### src/rtl/nbfs_pkg.sv
// Shared types and constants for the nine-bit frame serializer.
package nbfs_pkg;

   localparam int MaxDatagramBytes = 18;
   localparam int MinDatagramBytes = 3;
   localparam int HeaderOffset     = 3;
   localparam int FrameBits        = 11;
   localparam int QueueDepth       = 2;

   localparam int PhaseWidth = 13;
   localparam logic [PhaseWidth-1:0] PhaseStart = 13'd2400;
   localparam logic [PhaseWidth-1:0] PhaseStep  = 13'd1600;
   localparam logic [PhaseWidth-1:0] PhaseMod   = 13'd4800;

   localparam logic [7:0] BitBaseUs = 8'd208;

   localparam logic [1:0] CmdReject = 2'd0;
   localparam logic [1:0] CmdSingle = 2'd1;
   localparam logic [1:0] CmdPair   = 2'd2;

   typedef struct packed {
      logic [1:0] kind;
      logic [7:0] held_byte;
      logic [7:0] data_byte;
      logic       final_byte;
   } cmd_type;

   typedef struct packed {
      logic full;
      logic valid;
   } queue_status_type;

endpackage

### src/rtl/nbfs_if.sv
// Channel interfaces: input item, result item and configuration write.
interface nbfs_req_if;
   logic       valid;
   logic       ready;
   logic [7:0] data_byte;
   logic       first_byte;
   logic [7:0] datagram_length;

   modport source (output valid, data_byte, first_byte, datagram_length, input ready);
   modport sink (input valid, data_byte, first_byte, datagram_length, output ready);
endinterface

interface nbfs_rsp_if;
   logic       valid;
   logic       ready;
   logic       line_level;
   logic [7:0] duration_us;
   logic       last_bit;
   logic       rejected;

   modport source (output valid, line_level, duration_us, last_bit, rejected, input ready);
   modport sink (input valid, line_level, duration_us, last_bit, rejected, output ready);
endinterface

interface nbfs_csr_if;
   logic valid;
   logic ready;
   logic tx_inverted;

   modport source (output valid, tx_inverted, input ready);
   modport sink (input valid, tx_inverted, output ready);
endinterface

### src/rtl/nbfs_front.sv
// Front end: datagram tracking, length and header checks, command issue.
module nbfs_front #(
   parameter int MAX_DATAGRAM_BYTES = nbfs_pkg::MaxDatagramBytes
) (
   input  logic                       clock,
   input  logic                       reset,
   nbfs_req_if.sink                   req,
   input  nbfs_pkg::queue_status_type q_status,
   output logic                       push,
   output nbfs_pkg::cmd_type          push_cmd
);

   localparam int CountWidth = $clog2(MAX_DATAGRAM_BYTES + 1);
   localparam logic [7:0] MaxLen = 8'(MAX_DATAGRAM_BYTES);
   localparam logic [7:0] MinLen = 8'(nbfs_pkg::MinDatagramBytes);
   localparam logic [7:0] HdrOff = 8'(nbfs_pkg::HeaderOffset);

   logic [7:0]            held_ff, held_in;
   logic [CountWidth-1:0] left_ff, left_in;
   logic [CountWidth-1:0] size_ff, size_in;
   logic                  open_ff, open_in;
   logic                  accept;

   assign req.ready = !q_status.full;
   assign accept    = req.valid && req.ready;

   always_comb begin
      held_in  = held_ff;
      left_in  = left_ff;
      size_in  = size_ff;
      open_in  = open_ff;
      push     = 1'b0;
      push_cmd = '0;
      push_cmd.held_byte = held_ff;
      push_cmd.data_byte = req.data_byte;
      if (accept) begin
         if (req.first_byte) begin
            open_in = 1'b0;
            left_in = '0;
            if (req.datagram_length < MinLen || req.datagram_length > MaxLen) begin
               push          = 1'b1;
               push_cmd.kind = nbfs_pkg::CmdReject;
            end else begin
               size_in = req.datagram_length[CountWidth-1:0];
               held_in = req.data_byte;
               left_in = req.datagram_length[CountWidth-1:0] - CountWidth'(1);
               open_in = 1'b1;
            end
         end else if (!open_ff || left_ff == '0) begin
            open_in = 1'b0;
         end else if (left_ff == size_ff - CountWidth'(1)
                      && 8'(req.data_byte[3:0]) + HdrOff != 8'(size_ff)) begin
            open_in       = 1'b0;
            left_in       = '0;
            push          = 1'b1;
            push_cmd.kind = nbfs_pkg::CmdReject;
         end else begin
            push                = 1'b1;
            push_cmd.kind       = (left_ff == size_ff - CountWidth'(1)) ?
                                  nbfs_pkg::CmdPair : nbfs_pkg::CmdSingle;
            push_cmd.final_byte = (left_ff == CountWidth'(1));
            left_in             = left_ff - CountWidth'(1);
            if (left_ff == CountWidth'(1)) begin
               open_in = 1'b0;
            end
         end
      end
   end

   always_ff @(posedge clock) begin
      if (reset) begin
         held_ff <= '0;
         left_ff <= '0;
         size_ff <= '0;
         open_ff <= 1'b0;
      end else begin
         held_ff <= held_in;
         left_ff <= left_in;
         size_ff <= size_in;
         open_ff <= open_in;
      end
   end

endmodule

### src/rtl/nbfs_queue.sv
// Short command queue between front end and bit sequencer.
module nbfs_queue (
   input  logic                       clock,
   input  logic                       reset,
   input  logic                       push,
   input  nbfs_pkg::cmd_type          push_cmd,
   input  logic                       pop,
   output nbfs_pkg::cmd_type          head,
   output nbfs_pkg::queue_status_type status
);

   localparam int PtrWidth = $clog2(nbfs_pkg::QueueDepth);
   localparam int CntWidth = $clog2(nbfs_pkg::QueueDepth + 1);

   nbfs_pkg::cmd_type     entry_ff [nbfs_pkg::QueueDepth];
   logic [PtrWidth-1:0]   wr_ff, wr_in;
   logic [PtrWidth-1:0]   rd_ff, rd_in;
   logic [CntWidth-1:0]   cnt_ff, cnt_in;
   logic                  do_push, do_pop;

   assign status.full  = (cnt_ff == CntWidth'(nbfs_pkg::QueueDepth));
   assign status.valid = (cnt_ff != '0);
   assign head         = entry_ff[rd_ff];
   assign do_push      = push && !status.full;
   assign do_pop       = pop && status.valid;

   always_comb begin
      wr_in  = wr_ff;
      rd_in  = rd_ff;
      cnt_in = cnt_ff;
      if (do_push) begin
         wr_in = (wr_ff == PtrWidth'(nbfs_pkg::QueueDepth - 1)) ? '0 : wr_ff + PtrWidth'(1);
      end
      if (do_pop) begin
         rd_in = (rd_ff == PtrWidth'(nbfs_pkg::QueueDepth - 1)) ? '0 : rd_ff + PtrWidth'(1);
      end
      if (do_push && !do_pop) begin
         cnt_in = cnt_ff + CntWidth'(1);
      end else if (do_pop && !do_push) begin
         cnt_in = cnt_ff - CntWidth'(1);
      end
   end

   always_ff @(posedge clock) begin
      if (do_push) begin
         entry_ff[wr_ff] <= push_cmd;
      end
   end

   always_ff @(posedge clock) begin
      if (reset) begin
         wr_ff  <= '0;
         rd_ff  <= '0;
         cnt_ff <= '0;
      end else begin
         wr_ff  <= wr_in;
         rd_ff  <= rd_in;
         cnt_ff <= cnt_in;
      end
   end

endmodule

### src/rtl/nbfs_back.sv
// Back end: bit sequencer, bit-time accumulator and result register.
module nbfs_back (
   input  logic                       clock,
   input  logic                       reset,
   input  logic                       tx_inverted,
   input  nbfs_pkg::cmd_type          head,
   input  nbfs_pkg::queue_status_type q_status,
   output logic                       pop,
   nbfs_rsp_if.source                 rsp
);

   localparam int BitWidth = $clog2(nbfs_pkg::FrameBits);
   localparam logic [BitWidth-1:0] LastBit = BitWidth'(nbfs_pkg::FrameBits - 1);

   nbfs_pkg::cmd_type                 cmd_ff, cmd_in;
   logic                              cmd_valid_ff, cmd_valid_in;
   logic [BitWidth-1:0]               bit_ff, bit_in;
   logic                              half_ff, half_in;
   logic [nbfs_pkg::PhaseWidth-1:0]   phase_ff, phase_in;
   logic                              rsp_valid_ff, rsp_valid_in;
   logic                              level_ff, level_in;
   logic [7:0]                        dur_ff, dur_in;
   logic                              last_ff, last_in;
   logic                              rej_ff, rej_in;

   logic                              advance, produce, done, is_pair, is_cmd_byte;
   logic [7:0]                        cur_byte;
   logic [nbfs_pkg::FrameBits-1:0]    frame;
   logic [nbfs_pkg::PhaseWidth-1:0]   phase_base, phase_sum;

   assign advance     = !rsp_valid_ff || rsp.ready;
   assign produce     = advance && cmd_valid_ff;
   assign is_pair     = (cmd_ff.kind == nbfs_pkg::CmdPair);
   assign is_cmd_byte = is_pair && !half_ff;
   assign cur_byte    = is_cmd_byte ? cmd_ff.held_byte : cmd_ff.data_byte;
   assign frame       = {1'b1, is_cmd_byte, cur_byte, 1'b0};
   assign done        = (cmd_ff.kind == nbfs_pkg::CmdReject)
                        || (bit_ff == LastBit && (!is_pair || half_ff));
   assign pop         = q_status.valid && (!cmd_valid_ff || (produce && done));
   assign phase_base  = (is_cmd_byte && bit_ff == '0) ? nbfs_pkg::PhaseStart : phase_ff;
   assign phase_sum   = phase_base + nbfs_pkg::PhaseStep;

   assign rsp.valid       = rsp_valid_ff;
   assign rsp.line_level  = level_ff;
   assign rsp.duration_us = dur_ff;
   assign rsp.last_bit    = last_ff;
   assign rsp.rejected    = rej_ff;

   always_comb begin
      cmd_in       = cmd_ff;
      cmd_valid_in = cmd_valid_ff;
      bit_in       = bit_ff;
      half_in      = half_ff;
      phase_in     = phase_ff;
      rsp_valid_in = rsp_valid_ff;
      level_in     = level_ff;
      dur_in       = dur_ff;
      last_in      = last_ff;
      rej_in       = rej_ff;
      if (advance) begin
         rsp_valid_in = produce;
      end
      if (produce) begin
         if (cmd_ff.kind == nbfs_pkg::CmdReject) begin
            level_in = 1'b0;
            dur_in   = '0;
            last_in  = 1'b1;
            rej_in   = 1'b1;
         end else begin
            level_in = frame[bit_ff] ^ tx_inverted;
            last_in  = cmd_ff.final_byte && done;
            rej_in   = 1'b0;
            if (phase_sum >= nbfs_pkg::PhaseMod) begin
               phase_in = phase_sum - nbfs_pkg::PhaseMod;
               dur_in   = nbfs_pkg::BitBaseUs + 8'd1;
            end else begin
               phase_in = phase_sum;
               dur_in   = nbfs_pkg::BitBaseUs;
            end
         end
         if (done) begin
            bit_in       = '0;
            half_in      = 1'b0;
            cmd_valid_in = 1'b0;
         end else if (bit_ff == LastBit) begin
            bit_in  = '0;
            half_in = 1'b1;
         end else begin
            bit_in = bit_ff + BitWidth'(1);
         end
      end
      if (pop) begin
         cmd_in       = head;
         cmd_valid_in = 1'b1;
      end
   end

   always_ff @(posedge clock) begin
      cmd_ff   <= cmd_in;
      level_ff <= level_in;
      dur_ff   <= dur_in;
      last_ff  <= last_in;
      rej_ff   <= rej_in;
   end

   always_ff @(posedge clock) begin
      if (reset) begin
         cmd_valid_ff <= 1'b0;
         bit_ff       <= '0;
         half_ff      <= 1'b0;
         phase_ff     <= nbfs_pkg::PhaseStart;
         rsp_valid_ff <= 1'b0;
      end else begin
         cmd_valid_ff <= cmd_valid_in;
         bit_ff       <= bit_in;
         half_ff      <= half_in;
         phase_ff     <= phase_in;
         rsp_valid_ff <= rsp_valid_in;
      end
   end

endmodule

### src/rtl/nine_bit_frame_serializer.sv
// Top level of the nine-bit frame serializer.
//
//   channel   direction  payload
//   req_bus   in         data_byte, first_byte, datagram_length
//   rsp_bus   out        line_level, duration_us, last_bit, rejected
//   csr_bus   in         tx_inverted
//
// One result leaves per cycle from the bit sequencer: a byte gives 11 bits,
// the second byte of a datagram 22 (it also sends the held first byte), a
// reject one. The front end takes an item per cycle while the two-entry
// command queue has room. Reset is synchronous and clears all control state.
// A stall on rsp_bus holds the result register and backs up into the queue.
module nine_bit_frame_serializer #(
   parameter int MAX_DATAGRAM_BYTES = nbfs_pkg::MaxDatagramBytes
) (
   input  logic        clock,
   input  logic        reset,
   nbfs_req_if.sink    req_bus,
   nbfs_rsp_if.source  rsp_bus,
   nbfs_csr_if.sink    csr_bus
);

   logic                       tx_inverted_ff, tx_inverted_in;
   logic                       push, pop;
   nbfs_pkg::cmd_type          push_cmd, head;
   nbfs_pkg::queue_status_type q_status;

   assign csr_bus.ready  = 1'b1;
   assign tx_inverted_in = (csr_bus.valid && csr_bus.ready) ? csr_bus.tx_inverted
                                                            : tx_inverted_ff;

   always_ff @(posedge clock) begin
      if (reset) begin
         tx_inverted_ff <= 1'b0;
      end else begin
         tx_inverted_ff <= tx_inverted_in;
      end
   end

   nbfs_front #(
      .MAX_DATAGRAM_BYTES(MAX_DATAGRAM_BYTES)
   ) u_front (
      .clock    (clock),
      .reset    (reset),
      .req      (req_bus),
      .q_status (q_status),
      .push     (push),
      .push_cmd (push_cmd)
   );

   nbfs_queue u_queue (
      .clock    (clock),
      .reset    (reset),
      .push     (push),
      .push_cmd (push_cmd),
      .pop      (pop),
      .head     (head),
      .status   (q_status)
   );

   nbfs_back u_back (
      .clock       (clock),
      .reset       (reset),
      .tx_inverted (tx_inverted_ff),
      .head        (head),
      .q_status    (q_status),
      .pop         (pop),
      .rsp         (rsp_bus)
   );

endmodule

### src/flat_wrapper.sv
// flat-port wrapper written by rule: the top's interface ports become plain ports
module nine_bit_frame_serializer_flat 
#(
   parameter int MAX_DATAGRAM_BYTES = nbfs_pkg::MaxDatagramBytes
)
  (clock, reset, req_bus_valid, req_bus_data_byte, req_bus_first_byte, req_bus_datagram_length, req_bus_ready, rsp_bus_valid, rsp_bus_line_level, rsp_bus_duration_us, rsp_bus_last_bit, rsp_bus_rejected, rsp_bus_ready, csr_bus_valid, csr_bus_tx_inverted, csr_bus_ready);
  nbfs_req_if req_bus_i ();
  nbfs_rsp_if rsp_bus_i ();
  nbfs_csr_if csr_bus_i ();
  input  logic clock;
  input  logic reset;
  input wire logic [$bits(req_bus_i.valid)-1:0] req_bus_valid;
  input wire logic [$bits(req_bus_i.data_byte)-1:0] req_bus_data_byte;
  input wire logic [$bits(req_bus_i.first_byte)-1:0] req_bus_first_byte;
  input wire logic [$bits(req_bus_i.datagram_length)-1:0] req_bus_datagram_length;
  output wire logic [$bits(req_bus_i.ready)-1:0] req_bus_ready;
  output wire logic [$bits(rsp_bus_i.valid)-1:0] rsp_bus_valid;
  output wire logic [$bits(rsp_bus_i.line_level)-1:0] rsp_bus_line_level;
  output wire logic [$bits(rsp_bus_i.duration_us)-1:0] rsp_bus_duration_us;
  output wire logic [$bits(rsp_bus_i.last_bit)-1:0] rsp_bus_last_bit;
  output wire logic [$bits(rsp_bus_i.rejected)-1:0] rsp_bus_rejected;
  input wire logic [$bits(rsp_bus_i.ready)-1:0] rsp_bus_ready;
  input wire logic [$bits(csr_bus_i.valid)-1:0] csr_bus_valid;
  input wire logic [$bits(csr_bus_i.tx_inverted)-1:0] csr_bus_tx_inverted;
  output wire logic [$bits(csr_bus_i.ready)-1:0] csr_bus_ready;
  assign req_bus_i.valid = req_bus_valid;
  assign req_bus_i.data_byte = req_bus_data_byte;
  assign req_bus_i.first_byte = req_bus_first_byte;
  assign req_bus_i.datagram_length = req_bus_datagram_length;
  assign req_bus_ready = req_bus_i.ready;
  assign rsp_bus_valid = rsp_bus_i.valid;
  assign rsp_bus_line_level = rsp_bus_i.line_level;
  assign rsp_bus_duration_us = rsp_bus_i.duration_us;
  assign rsp_bus_last_bit = rsp_bus_i.last_bit;
  assign rsp_bus_rejected = rsp_bus_i.rejected;
  assign rsp_bus_i.ready = rsp_bus_ready;
  assign csr_bus_i.valid = csr_bus_valid;
  assign csr_bus_i.tx_inverted = csr_bus_tx_inverted;
  assign csr_bus_ready = csr_bus_i.ready;
  nine_bit_frame_serializer #(.MAX_DATAGRAM_BYTES(MAX_DATAGRAM_BYTES)) u_core (.clock(clock), .reset(reset), .req_bus(req_bus_i), .rsp_bus(rsp_bus_i), .csr_bus(csr_bus_i));
endmodule
### config.mk
export PLATFORM = sky130hd
export DESIGN_NAME = nine_bit_frame_serializer_flat
export DESIGN_NICKNAME = d
export VERILOG_FILES = /design/src/rtl/nbfs_pkg.sv /design/src/rtl/nbfs_if.sv /design/src/rtl/nbfs_front.sv /design/src/rtl/nbfs_queue.sv /design/src/rtl/nbfs_back.sv /design/src/rtl/nine_bit_frame_serializer.sv /design/src/flat_wrapper.sv
export SDC_FILE = /design/constraint.sdc
export NUM_CORES = 1
export LEC_CHECK = 0
export BUFFER_PORTS_ARGS = -buffer_cell sky130_fd_sc_hd__buf_2
export CORE_ASPECT_RATIO = 0.7
export CORE_UTILIZATION = 65
export DETAILED_ROUTE_END_ITERATION = 16
export PLACE_DENSITY = 0.91
export RECOVER_POWER = 50
export SYNTH_ARGS = -nofsm -noshare
export SYNTH_HDL_FRONTEND = slang
export SYNTH_SLANG_ARGS = --single-unit
### constraint.sdc
create_clock -name clock -period 6.3 [get_ports clock]
set_clock_uncertainty 0.2 [all_clocks]
set_input_delay 1.26 -clock clock [delete_from_list [all_inputs] [get_ports clock]]
set_output_delay 1.26 -clock clock [all_outputs]
set_load 0.02 [all_outputs]
==> metrics.txt, run 1 <==
# TYPE chip_impl_metric gauge
chip_impl_metric{name="post_synth_mux_area_share",unit="%"} 8.73
chip_impl_metric{name="grt.total_usage",unit="%"} 26.7
chip_impl_metric{name="totalPowerFinal",unit="mW"} 2.03
chip_impl_metric{name="final.setup.worst_slack",unit="ns"} 2.13
chip_impl_metric{name="dieWidth",unit="um"} 107
chip_impl_metric{name="antenna_found_initial",unit=""} 0
chip_impl_metric{name="total_number_of_placement_rows",unit=""} 26
chip_impl_metric{name="final_layout_size_suffix_gt1_share",unit="%"} 13.3
chip_impl_metric{name="layout.cell_area.non_filler",unit="um^2"} 5430
chip_impl_metric{name="tritoncts_buffer_count",unit=""} 9
chip_impl_metric{name="top_ports",unit=""} 37
chip_impl_metric{name="first_pass_grt_wire_length",unit="mm"} 16.2
chip_impl_metric{name="worst_slack_at_placement",unit="ns"} 2.20
chip_impl_metric{name="yosys_register_bits",unit=""} 106
chip_impl_metric{name="drtIter0Drc",unit=""} 224
chip_impl_metric{name="critical_path_required",unit="ns"} 6.22
chip_impl_info{name="synth.area.top_cells",value="edfxtp_1 37%, dfxtp_1 17%, mux2_2 4.2%, nor2_1 3.4%, ha_1 3.2%"} 1
chip_impl_metric{name="clkSinkCount",unit=""} 106
chip_impl_info{name="timing.critical_path.to_type",value="flip-flop"} 1
chip_impl_metric{name="grt_overflow_total",unit=""} 0
chip_impl_metric{name="antenna_cells_inserted",unit=""} 0
chip_impl_metric{name="final.period_utilization",unit="%"} 66.1
chip_impl_metric{name="synth_area",unit="um^2"} 5060
chip_impl_info{name="r2r_end",value="u_core.u_back.rsp.duration_us[0]"} 1
chip_impl_info{name="main_combinational_cell_family_by_area_after_synthesis",value="simple AND/OR/NAND/NOR gates"} 1
chip_impl_info{name="rsz0062_at_grt",value="false"} 1
chip_impl_metric{name="timing.critical_path.arrival",unit="ns"} 4.09
chip_impl_info{name="timing.critical_path.from_type",value="flip-flop"} 1
chip_impl_info{name="synth_top_cell_by_area",value="edfxtp_1"} 1
chip_impl_metric{name="max_cap_viol_count",unit=""} 1
chip_impl_metric{name="grt_start_max_net_pins",unit=""} 44
chip_impl_metric{name="vias_per_cell",unit=""} 6.15
chip_impl_metric{name="syn_to_final_growth",unit="%"} 7.19
chip_impl_metric{name="ys_seq_area_share",unit="%"} 54.2
chip_impl_metric{name="timing.critical_path.fanout_max",unit=""} 9
chip_impl_metric{name="yosys_warnings",unit=""} 0
chip_impl_info{name="status",value="finished with violations"} 1
chip_impl_metric{name="cts.htree.levels",unit=""} 3
chip_impl_info{name="violations",value="capacitance limit, slew limit"} 1
chip_impl_metric{name="post_cts_hold_buffers",unit=""} 0
chip_impl_metric{name="power.internal",unit="mW"} 1.30
chip_impl_info{name="worstReg2RegStart",value="u_core.u_back.cmd_ff[17]"} 1
chip_impl_metric{name="first_global_vias",unit=""} 3341
chip_impl_metric{name="synth_compound_gate_area_share",unit="%"} 11.0
chip_impl_info{name="dominantRegCellSynth",value="edfxtp_1"} 1
chip_impl_metric{name="port_buffers",unit=""} 31
chip_impl_metric{name="die_height",unit="um"} 75.8
chip_impl_metric{name="synth_fa_ha_area_share",unit="%"} 3.21
chip_impl_metric{name="vdd_ir_drop_max",unit="uV"} 241
chip_impl_metric{name="power.combinational.fraction",unit="%"} 31.0
chip_impl_metric{name="asyncSetResetFlopFracSynth",unit="%"} 0
chip_impl_metric{name="syn_avg_cell_area",unit="um^2"} 11.3
chip_impl_metric{name="r2r_cells",unit=""} 9
chip_impl_info{name="clock_tree.root_cell",value="clkbuf_8"} 1
chip_impl_metric{name="synthCells",unit=""} 449
chip_impl_metric{name="share_of_total_power_consumed_by_net_switching",unit="%"} 35.7
chip_impl_metric{name="clk_pin_slew_worst_paths",unit="ns"} 0.11
chip_impl_metric{name="cts.repair_timing.setup_buffer_count",unit=""} 0
chip_impl_metric{name="gp_congestion",unit=""} 0.977
chip_impl_metric{name="pwr_density_cell",unit="nW/um^2"} 374
chip_impl_metric{name="multi_input_comb_area",unit="um^2"} 2110
chip_impl_metric{name="final-instance-count-excl-fill",unit=""} 573
chip_impl_metric{name="drt_drc_violations_left",unit=""} 0
chip_impl_metric{name="synth_xor_area_share",unit="%"} 4.43
chip_impl_info{name="hold_path.class",value="flip-flop to flip-flop"} 1
chip_impl_metric{name="synth.top_cell.area_share",unit="%"} 36.8
chip_impl_metric{name="routed_wire_length_per_instance",unit="um"} 17.6
chip_impl_info{name="timing.critical_path.from",value="u_core.u_back.cmd_ff[17]"} 1
chip_impl_metric{name="die_area",unit="um^2"} 8150
chip_impl_metric{name="slew_violations",unit=""} 44
chip_impl_metric{name="setup-violations-final",unit=""} 0
chip_impl_metric{name="area.sequential",unit="um^2"} 2740
chip_impl_metric{name="routed-via-count",unit=""} 3522
chip_impl_metric{name="relSlewSlack",unit="%"} -45.3
chip_impl_info{name="crit_end",value="u_core.u_back.rsp.duration_us[0]"} 1
chip_impl_metric{name="fin_util",unit="%"} 73.1
chip_impl_metric{name="setup-tns-final",unit="ns"} 0
chip_impl_metric{name="hold-worst-slack",unit="ns"} 0.262
chip_impl_metric{name="worst-r2r-setup-slack",unit="ns"} 2.13
chip_impl_metric{name="dp_cells",unit=""} 557
chip_impl_metric{name="power.static_leakage",unit="nW"} 2.01
chip_impl_metric{name="finalWorstPathRequiredPeriod",unit="ns"} 4.17
chip_impl_metric{name="clock_power_share",unit="%"} 21.8
chip_impl_metric{name="design.core.area",unit="um^2"} 7420
chip_impl_metric{name="n_fill_cell",unit=""} 501
chip_impl_metric{name="seqPwrFrac",unit="%"} 47.2
chip_impl_metric{name="floorplan.initialDensity",unit="%"} 68.2
chip_impl_metric{name="post_cts_resized",unit=""} 0
chip_impl_metric{name="antenna_violating_nets_post_route",unit=""} 0
chip_impl_metric{name="first_pass_drt_iterations",unit=""} 4
chip_impl_metric{name="synthSimpleGateAreaFrac",unit="%"} 14.0
chip_impl_metric{name="worstSkewPairLatency",unit="ns"} 0.38
chip_impl_metric{name="power.net_switching",unit="mW"} 0.723
chip_impl_info{name="cts_tree",value="yes"} 1
chip_impl_metric{name="placement.cell_area",unit="um^2"} 5230
chip_impl_info{name="timing_worst_setup_path_type",value="flip-flop to flip-flop"} 1
chip_impl_metric{name="fin_nets",unit=""} 506
chip_impl_metric{name="synth-edff-count",unit=""} 62
chip_impl_metric{name="synthDistinctLibCells",unit=""} 62
chip_impl_metric{name="detailedPlacementHpwl",unit="mm"} 6.86
chip_impl_metric{name="worstMarginPinSlew",unit="ns"} 2.18
chip_impl_metric{name="fmax",unit="MHz"} 240
chip_impl_metric{name="timing.final.hold_violations",unit=""} 0
chip_impl_metric{name="routed_wirelength",unit="mm"} 10.1
chip_impl_metric{name="cts-root-to-sink-buffers",unit=""} 2
==> flip-flops by register name, summed over array words and instances, names as in the netlist, 2 cells and up <==
| register | cells |
|---|---|
| u_core.u_back.phase_ff | 13 |
| u_core.u_front.size_ff | 5 |
| u_core.u_back.bit_ff | 4 |
| u_core.u_back.cmd_ff | 19 |
| u_core.u_front.held_ff | 8 |
| u_core.u_back.rsp.duration_us | 2 |
| u_core.u_queue.entry_ff | 38 |
| u_core.u_front.left_ff | 5 |
| u_core.u_queue.cnt_ff | 2 |
==> Yosys cell counts (3+ instances only) <==
cell,count
o311ai_0,3
and2_1,10
nand2b_1,6
buf_4,7
o22ai_1,3
mux2i_1,16
nor4_1,3
ha_1,13
xnor2_1,15
mux4_2,3
a21oi_1,20
nor2b_1,5
buf_2,3
inv_1,21
nor3b_1,4
xor2_1,8
edfxtp_1,62
or2_2,4
nand2_1,24
nor2_1,46
nor3_1,16
mux2_2,19
clkbuf_1,16
o21ai_0,12
dfxtp_1,44
nand3_1,9
a211oi_1,10
==> worst min-delay path by stage <==
stage	slack (ns)	end	start	cells after the start
finish	0.26	u_core.u_queue.entry_ff[0][12]	u_core.u_front.held_ff[3]	0
global route	0.28	u_core.u_queue.entry_ff[0][12]	u_core.u_front.held_ff[3]	0
CTS	0.26	u_core.u_back.phase_ff[5]	u_core.u_back.phase_ff[5]	1
detailed placement	0.24	u_core.u_back.phase_ff[5]	u_core.u_back.phase_ff[5]	1
global placement	0.23	u_core.u_back.phase_ff[5]	u_core.u_back.phase_ff[5]	1
floorplan	0.21	u_core.u_back.phase_ff[5]	u_core.u_back.phase_ff[5]	1
==> final cells by class <==
cell class,instances,share of cell area [%]
well taps,98,2.26
clock buffers,9,2.28
clock inverters,7,1.66
multi-input cells,298,38.9
inverters,21,1.45
flip-flops and latches,106,50.6
repair buffers,34,2.86
==> logic make-up after synthesis <==
group | Yosys count
flops | 106
mux | 38
other cells | 2
compound gates | 77
fa+ha+maj | 13
buf+inv | 48
xor+xnor | 24
simple gates | 141
==> routing by layer <==
| metal | share of wire [%] | GRT usage (%) |
|---|---|---|
| met1 | 43 | 33.4 |
| met3 | 6.3 | 6.33 |
| met5 | 0 | 0 |
| met2 | 48 | 45.9 |
| met4 | 2.0 | 11.0 |
==> power groups by stage <==
| stage | logic, mW | registers [mW] | clock network, mW |
|---|---|---|---|
| global route | 0.680 | 0.969 | 0.473 |
| finish | 0.628 | 0.957 | 0.442 |
| detailed placement | 0.618 | 0.969 | 0 |
| global placement | 0.587 | 0.960 | 0 |
| floorplan | 0.491 | 0.939 | 0 |
| CTS | 0.627 | 0.954 | 0.450 |
==> worst max-delay path: stages, from the launching register on <==
cell and delay (ns):
edfxtp_1 0.46, nor3b_1 0.71, nand2_1 0.32, and2_1 0.28, ha_1 0.28, a211o_1 0.30
a221o_1 0.41, a2111oi_4 0.59, nand2b_1 0.29, nor2_1 0.06
==> placed cells by master, fill, tap and decap left out, drive strengths merged, types with 3 or more instances in the layout <==
| cell type | instances |
|---|---|
| nor4 | 3 |
| conb | 5 |
| mux2i | 16 |
| nor2b | 5 |
| and2 | 10 |
| nand2b | 6 |
| ha | 13 |
| o311ai | 3 |
| mux2 | 19 |
| dfxtp | 44 |
| clkbuf | 27 |
| o21ai | 12 |
| nand2 | 24 |
| xnor2 | 15 |
| o22ai | 3 |
| or2 | 4 |
| mux4 | 3 |
| a211oi | 10 |
| a21oi | 20 |
| nor3 | 16 |
| a2111oi | 3 |
| nor3b | 5 |
| edfxtp | 62 |
| nor2 | 46 |
| xor2 | 8 |
| buf | 16 |
| nand3 | 9 |
| inv | 26 |
Note: power is estimated with default switching activity, not from simulation.
==> inputs of run 2 (changes only) <==
Settings changed: CORE_UTILIZATION 65 to 60, PLACE_DENSITY 0.91 to 0.85.
Clock period 6.3 ns to 4.2 ns, I/O delays scaled along.
==> metrics.txt, run 2 (synthesized netlist as in run 1, its figures left out) <==
# TYPE chip_impl_metric gauge
chip_impl_metric{name="cts-root-to-sink-buffers",unit=""} 2
chip_impl_info{name="highest_count_cells_in_the_layout_ignoring_fill_and_taps",value="62 x edfxtp_1, 46 x nor2_1, 44 x dfxtp_1"} 1
chip_impl_metric{name="syn_to_final_growth",unit="%"} 9.22
chip_impl_metric{name="fin_util",unit="%"} 69.0
chip_impl_metric{name="n_fill_cell",unit=""} 565
chip_impl_metric{name="critical_path_required",unit="ns"} 4.07
chip_impl_metric{name="fmax",unit="MHz"} 261
chip_impl_metric{name="multi_input_comb_area",unit="um^2"} 2110
chip_impl_info{name="timing.critical_path.from",value="u_core.u_back.bit_ff[0]"} 1
chip_impl_info{name="clock_tree.root_cell",value="clkbuf_16"} 1
chip_impl_metric{name="first_global_vias",unit=""} 3505
chip_impl_metric{name="worst-r2r-setup-slack",unit="ns"} 0.37
chip_impl_metric{name="finalWorstPathRequiredPeriod",unit="ns"} 3.83
chip_impl_metric{name="routed_wirelength",unit="mm"} 9.93
chip_impl_metric{name="vias_per_cell",unit=""} 6.00
chip_impl_metric{name="setup-violations-final",unit=""} 0
chip_impl_metric{name="routed-via-count",unit=""} 3468
chip_impl_info{name="cp_common_cell",value="ha_1"} 1
chip_impl_metric{name="timing.final.hold_violations",unit=""} 0
chip_impl_metric{name="timing.critical_path.arrival",unit="ns"} 3.71
chip_impl_metric{name="grt_start_max_net_pins",unit=""} 43
chip_impl_metric{name="tritoncts_buffer_count",unit=""} 9
chip_impl_metric{name="die_height",unit="um"} 78.8
chip_impl_info{name="rsz0062_at_grt",value="false"} 1
chip_impl_info{name="cts_tree",value="yes"} 1
chip_impl_metric{name="antenna_violating_nets_post_route",unit=""} 0
chip_impl_metric{name="cts.htree.levels",unit=""} 3
chip_impl_metric{name="post_cts_resized",unit=""} 0
chip_impl_metric{name="timing.critical_path.fanout_max",unit=""} 9
chip_impl_info{name="timing.critical_path.from_type",value="flip-flop"} 1
chip_impl_metric{name="worstSkewPairLatency",unit="ns"} 0.34
chip_impl_metric{name="final_layout_size_suffix_gt1_share",unit="%"} 13.0
chip_impl_info{name="timing_worst_setup_path_type",value="flip-flop to flip-flop"} 1
chip_impl_info{name="critical_path.slowest_cell",value="dfxtp_1"} 1
chip_impl_metric{name="r2r_cells",unit=""} 12
chip_impl_metric{name="pwr_density_cell",unit="nW/um^2"} 580
chip_impl_metric{name="antenna_cells_inserted",unit=""} 0
chip_impl_metric{name="crit_path_max_incr_delay",unit="ns"} 0.41
chip_impl_metric{name="clkSinkCount",unit=""} 106
chip_impl_metric{name="gp_congestion",unit=""} 0.934
chip_impl_metric{name="post_cts_hold_buffers",unit=""} 0
chip_impl_metric{name="final.period_utilization",unit="%"} 91.3
chip_impl_metric{name="floorplan.initialDensity",unit="%"} 63.2
chip_impl_metric{name="detailedPlacementHpwl",unit="mm"} 6.99
chip_impl_metric{name="first_pass_drt_iterations",unit=""} 11
chip_impl_info{name="registers.top_by_ff_count",value="u_core.u_queue.entry_ff"} 1
chip_impl_metric{name="max_cap_viol_count",unit=""} 1
chip_impl_info{name="layout_commonest_cell",value="edfxtp_1"} 1
chip_impl_metric{name="hold-worst-slack",unit="ns"} 0.244
chip_impl_info{name="crit_path_cell_trace",value="inv_1 -> ha_1 -> nor3b_2 -> nand2_1 -> and2_1 -> ha_1 -> a211o_1 -> a221o_1 -> a2111oi_4 -> buf_4 -> nand2b_1 -> nor2_1"} 1
chip_impl_metric{name="drt_drc_violations_left",unit=""} 4
chip_impl_metric{name="grt_overflow_total",unit=""} 0
chip_impl_metric{name="port_buffers",unit=""} 31
chip_impl_metric{name="crit_buf_inv",unit=""} 2
chip_impl_metric{name="path_depth",unit=""} 12
chip_impl_metric{name="design.core.area",unit="um^2"} 8010
chip_impl_info{name="crit_end",value="u_core.u_back.rsp.duration_us[0]"} 1
chip_impl_metric{name="power.static_leakage",unit="nW"} 2.05
chip_impl_info{name="hold_path.class",value="flip-flop to flip-flop"} 1
chip_impl_metric{name="grt.total_usage",unit="%"} 25.0
chip_impl_info{name="worstReg2RegStart",value="u_core.u_back.bit_ff[0]"} 1
chip_impl_metric{name="setup-tns-final",unit="ns"} 0
chip_impl_info{name="status",value="finished with violations"} 1
chip_impl_metric{name="relSlewSlack",unit="%"} -36.3
chip_impl_metric{name="vdd_ir_drop_max",unit="uV"} 275
chip_impl_metric{name="die_area",unit="um^2"} 8810
chip_impl_metric{name="slew_violations",unit=""} 43
chip_impl_metric{name="fin_nets",unit=""} 508
chip_impl_info{name="r2r_end",value="u_core.u_back.rsp.duration_us[0]"} 1
chip_impl_info{name="timing.critical_path.to_type",value="flip-flop"} 1
chip_impl_info{name="largest_registers",value="u_core.u_queue.entry_ff x38, u_core.u_back.cmd_ff x19, u_core.u_back.phase_ff x13"} 1
chip_impl_metric{name="routed_wire_length_per_instance",unit="um"} 17.2
chip_impl_metric{name="antenna_found_initial",unit=""} 0
chip_impl_metric{name="drtIter0Drc",unit=""} 294
chip_impl_metric{name="first_pass_grt_wire_length",unit="mm"} 17.0
chip_impl_metric{name="flip_flop_count_of_the_largest_register_all_copies_and_words_added",unit=""} 38
chip_impl_metric{name="top_ports",unit=""} 37
chip_impl_metric{name="worstMarginPinSlew",unit="ns"} 2.04
chip_impl_info{name="violations",value="DRC, capacitance limit, slew limit"} 1
chip_impl_metric{name="clk_pin_slew_worst_paths",unit="ns"} 0.07
chip_impl_metric{name="area.sequential",unit="um^2"} 2740
chip_impl_metric{name="total_number_of_placement_rows",unit=""} 27
chip_impl_metric{name="dieWidth",unit="um"} 112
chip_impl_info{name="cpLargestDelayFamily",value="simple AND/OR/NAND/NOR gates"} 1
[run 2: cell types whose count changed in the layout (fill, tap and decap cells not counted)]
cell and change:
and2_1 +1, clkbuf_8 -9, clkbuf_16 +9, clkinv_2 +1, clkbuf_1 +1, clkinv_1 +1
and2_0 -1, inv_8 -2, mux2_1 +1, buf_4 +1, mux2_2 -1
[run 2: report_power, final]
part	switching [mW]	internal, mW	leakage [nW]
Clock	0.373	0.469	0.150
Sequential	0.133	1.31	0.939
Combinational	0.566	0.359	0.965
[run 2: metal layers]
metal	vias to the layer above	global-route usage [%]	share of wire (%)
li1	1664	-	-
met1	1668	31.6	44
met2	123	43.0	48
met3	13	5.73	6.1
met4	0	7.84	1.3
met5	-	0	0
[run 2: area by class of cell]
| type | count | area share [%] |
|---|---|---|
| Sequential cell | 106 | 49.6 |
| Multi-Input combinational cell | 298 | 38.2 |
| Clock buffer | 9 | 4.07 |
| Timing Repair Buffer | 36 | 3.01 |
| Tap cell | 101 | 2.29 |
| Inverter | 21 | 1.43 |
| Clock inverter | 7 | 1.38 |
[run 2: worst min path at each step]
stage / start / end / slack (ns) / cells after the start
after CTS: u_core.u_back.phase_ff[5] / u_core.u_back.phase_ff[5] / 0.25 / 1
after global routing: u_core.u_back.phase_ff[5] / u_core.u_back.phase_ff[5] / 0.26 / 1
after detailed placement: u_core.u_back.phase_ff[5] / u_core.u_back.phase_ff[5] / 0.23 / 1
after global placement: u_core.u_back.phase_ff[5] / u_core.u_back.phase_ff[5] / 0.23 / 1
after floorplan: u_core.u_back.phase_ff[5] / u_core.u_back.phase_ff[5] / 0.21 / 1
final: u_core.u_back.phase_ff[5] / u_core.u_back.phase_ff[5] / 0.24 / 1
[run 2: metrics by stage]
stage	area (um^2)	total power [mW]	instances	setup WS, ns
floorplan	5070	2.14	452	0.696
global placement	5250	2.34	561	0.454
detailed placement	5250	2.38	561	0.320
CTS	5550	3.21	577	0.237
global route	5530	3.37	578	0.0484
finish	5530	3.20	578	0.365
[run 2: worst register-to-register path, delay by kind of cell (launching register included)]
kind / cells / cell delay [ns]
AO/OA/AOI/OAI: 3 / 1.00
buffers and inverters: 2 / 0.37
flip-flops: 1 / 0.41
AND/OR/NAND/NOR: 5 / 1.11
adder cells (fa/ha/maj): 2 / 0.47
[run 2: repair_timing]
item	4_1_cts	5_1_grt
endpoints found under the setup margin	0	6
buffers inserted	0	1
endpoints found under the hold margin	0	0
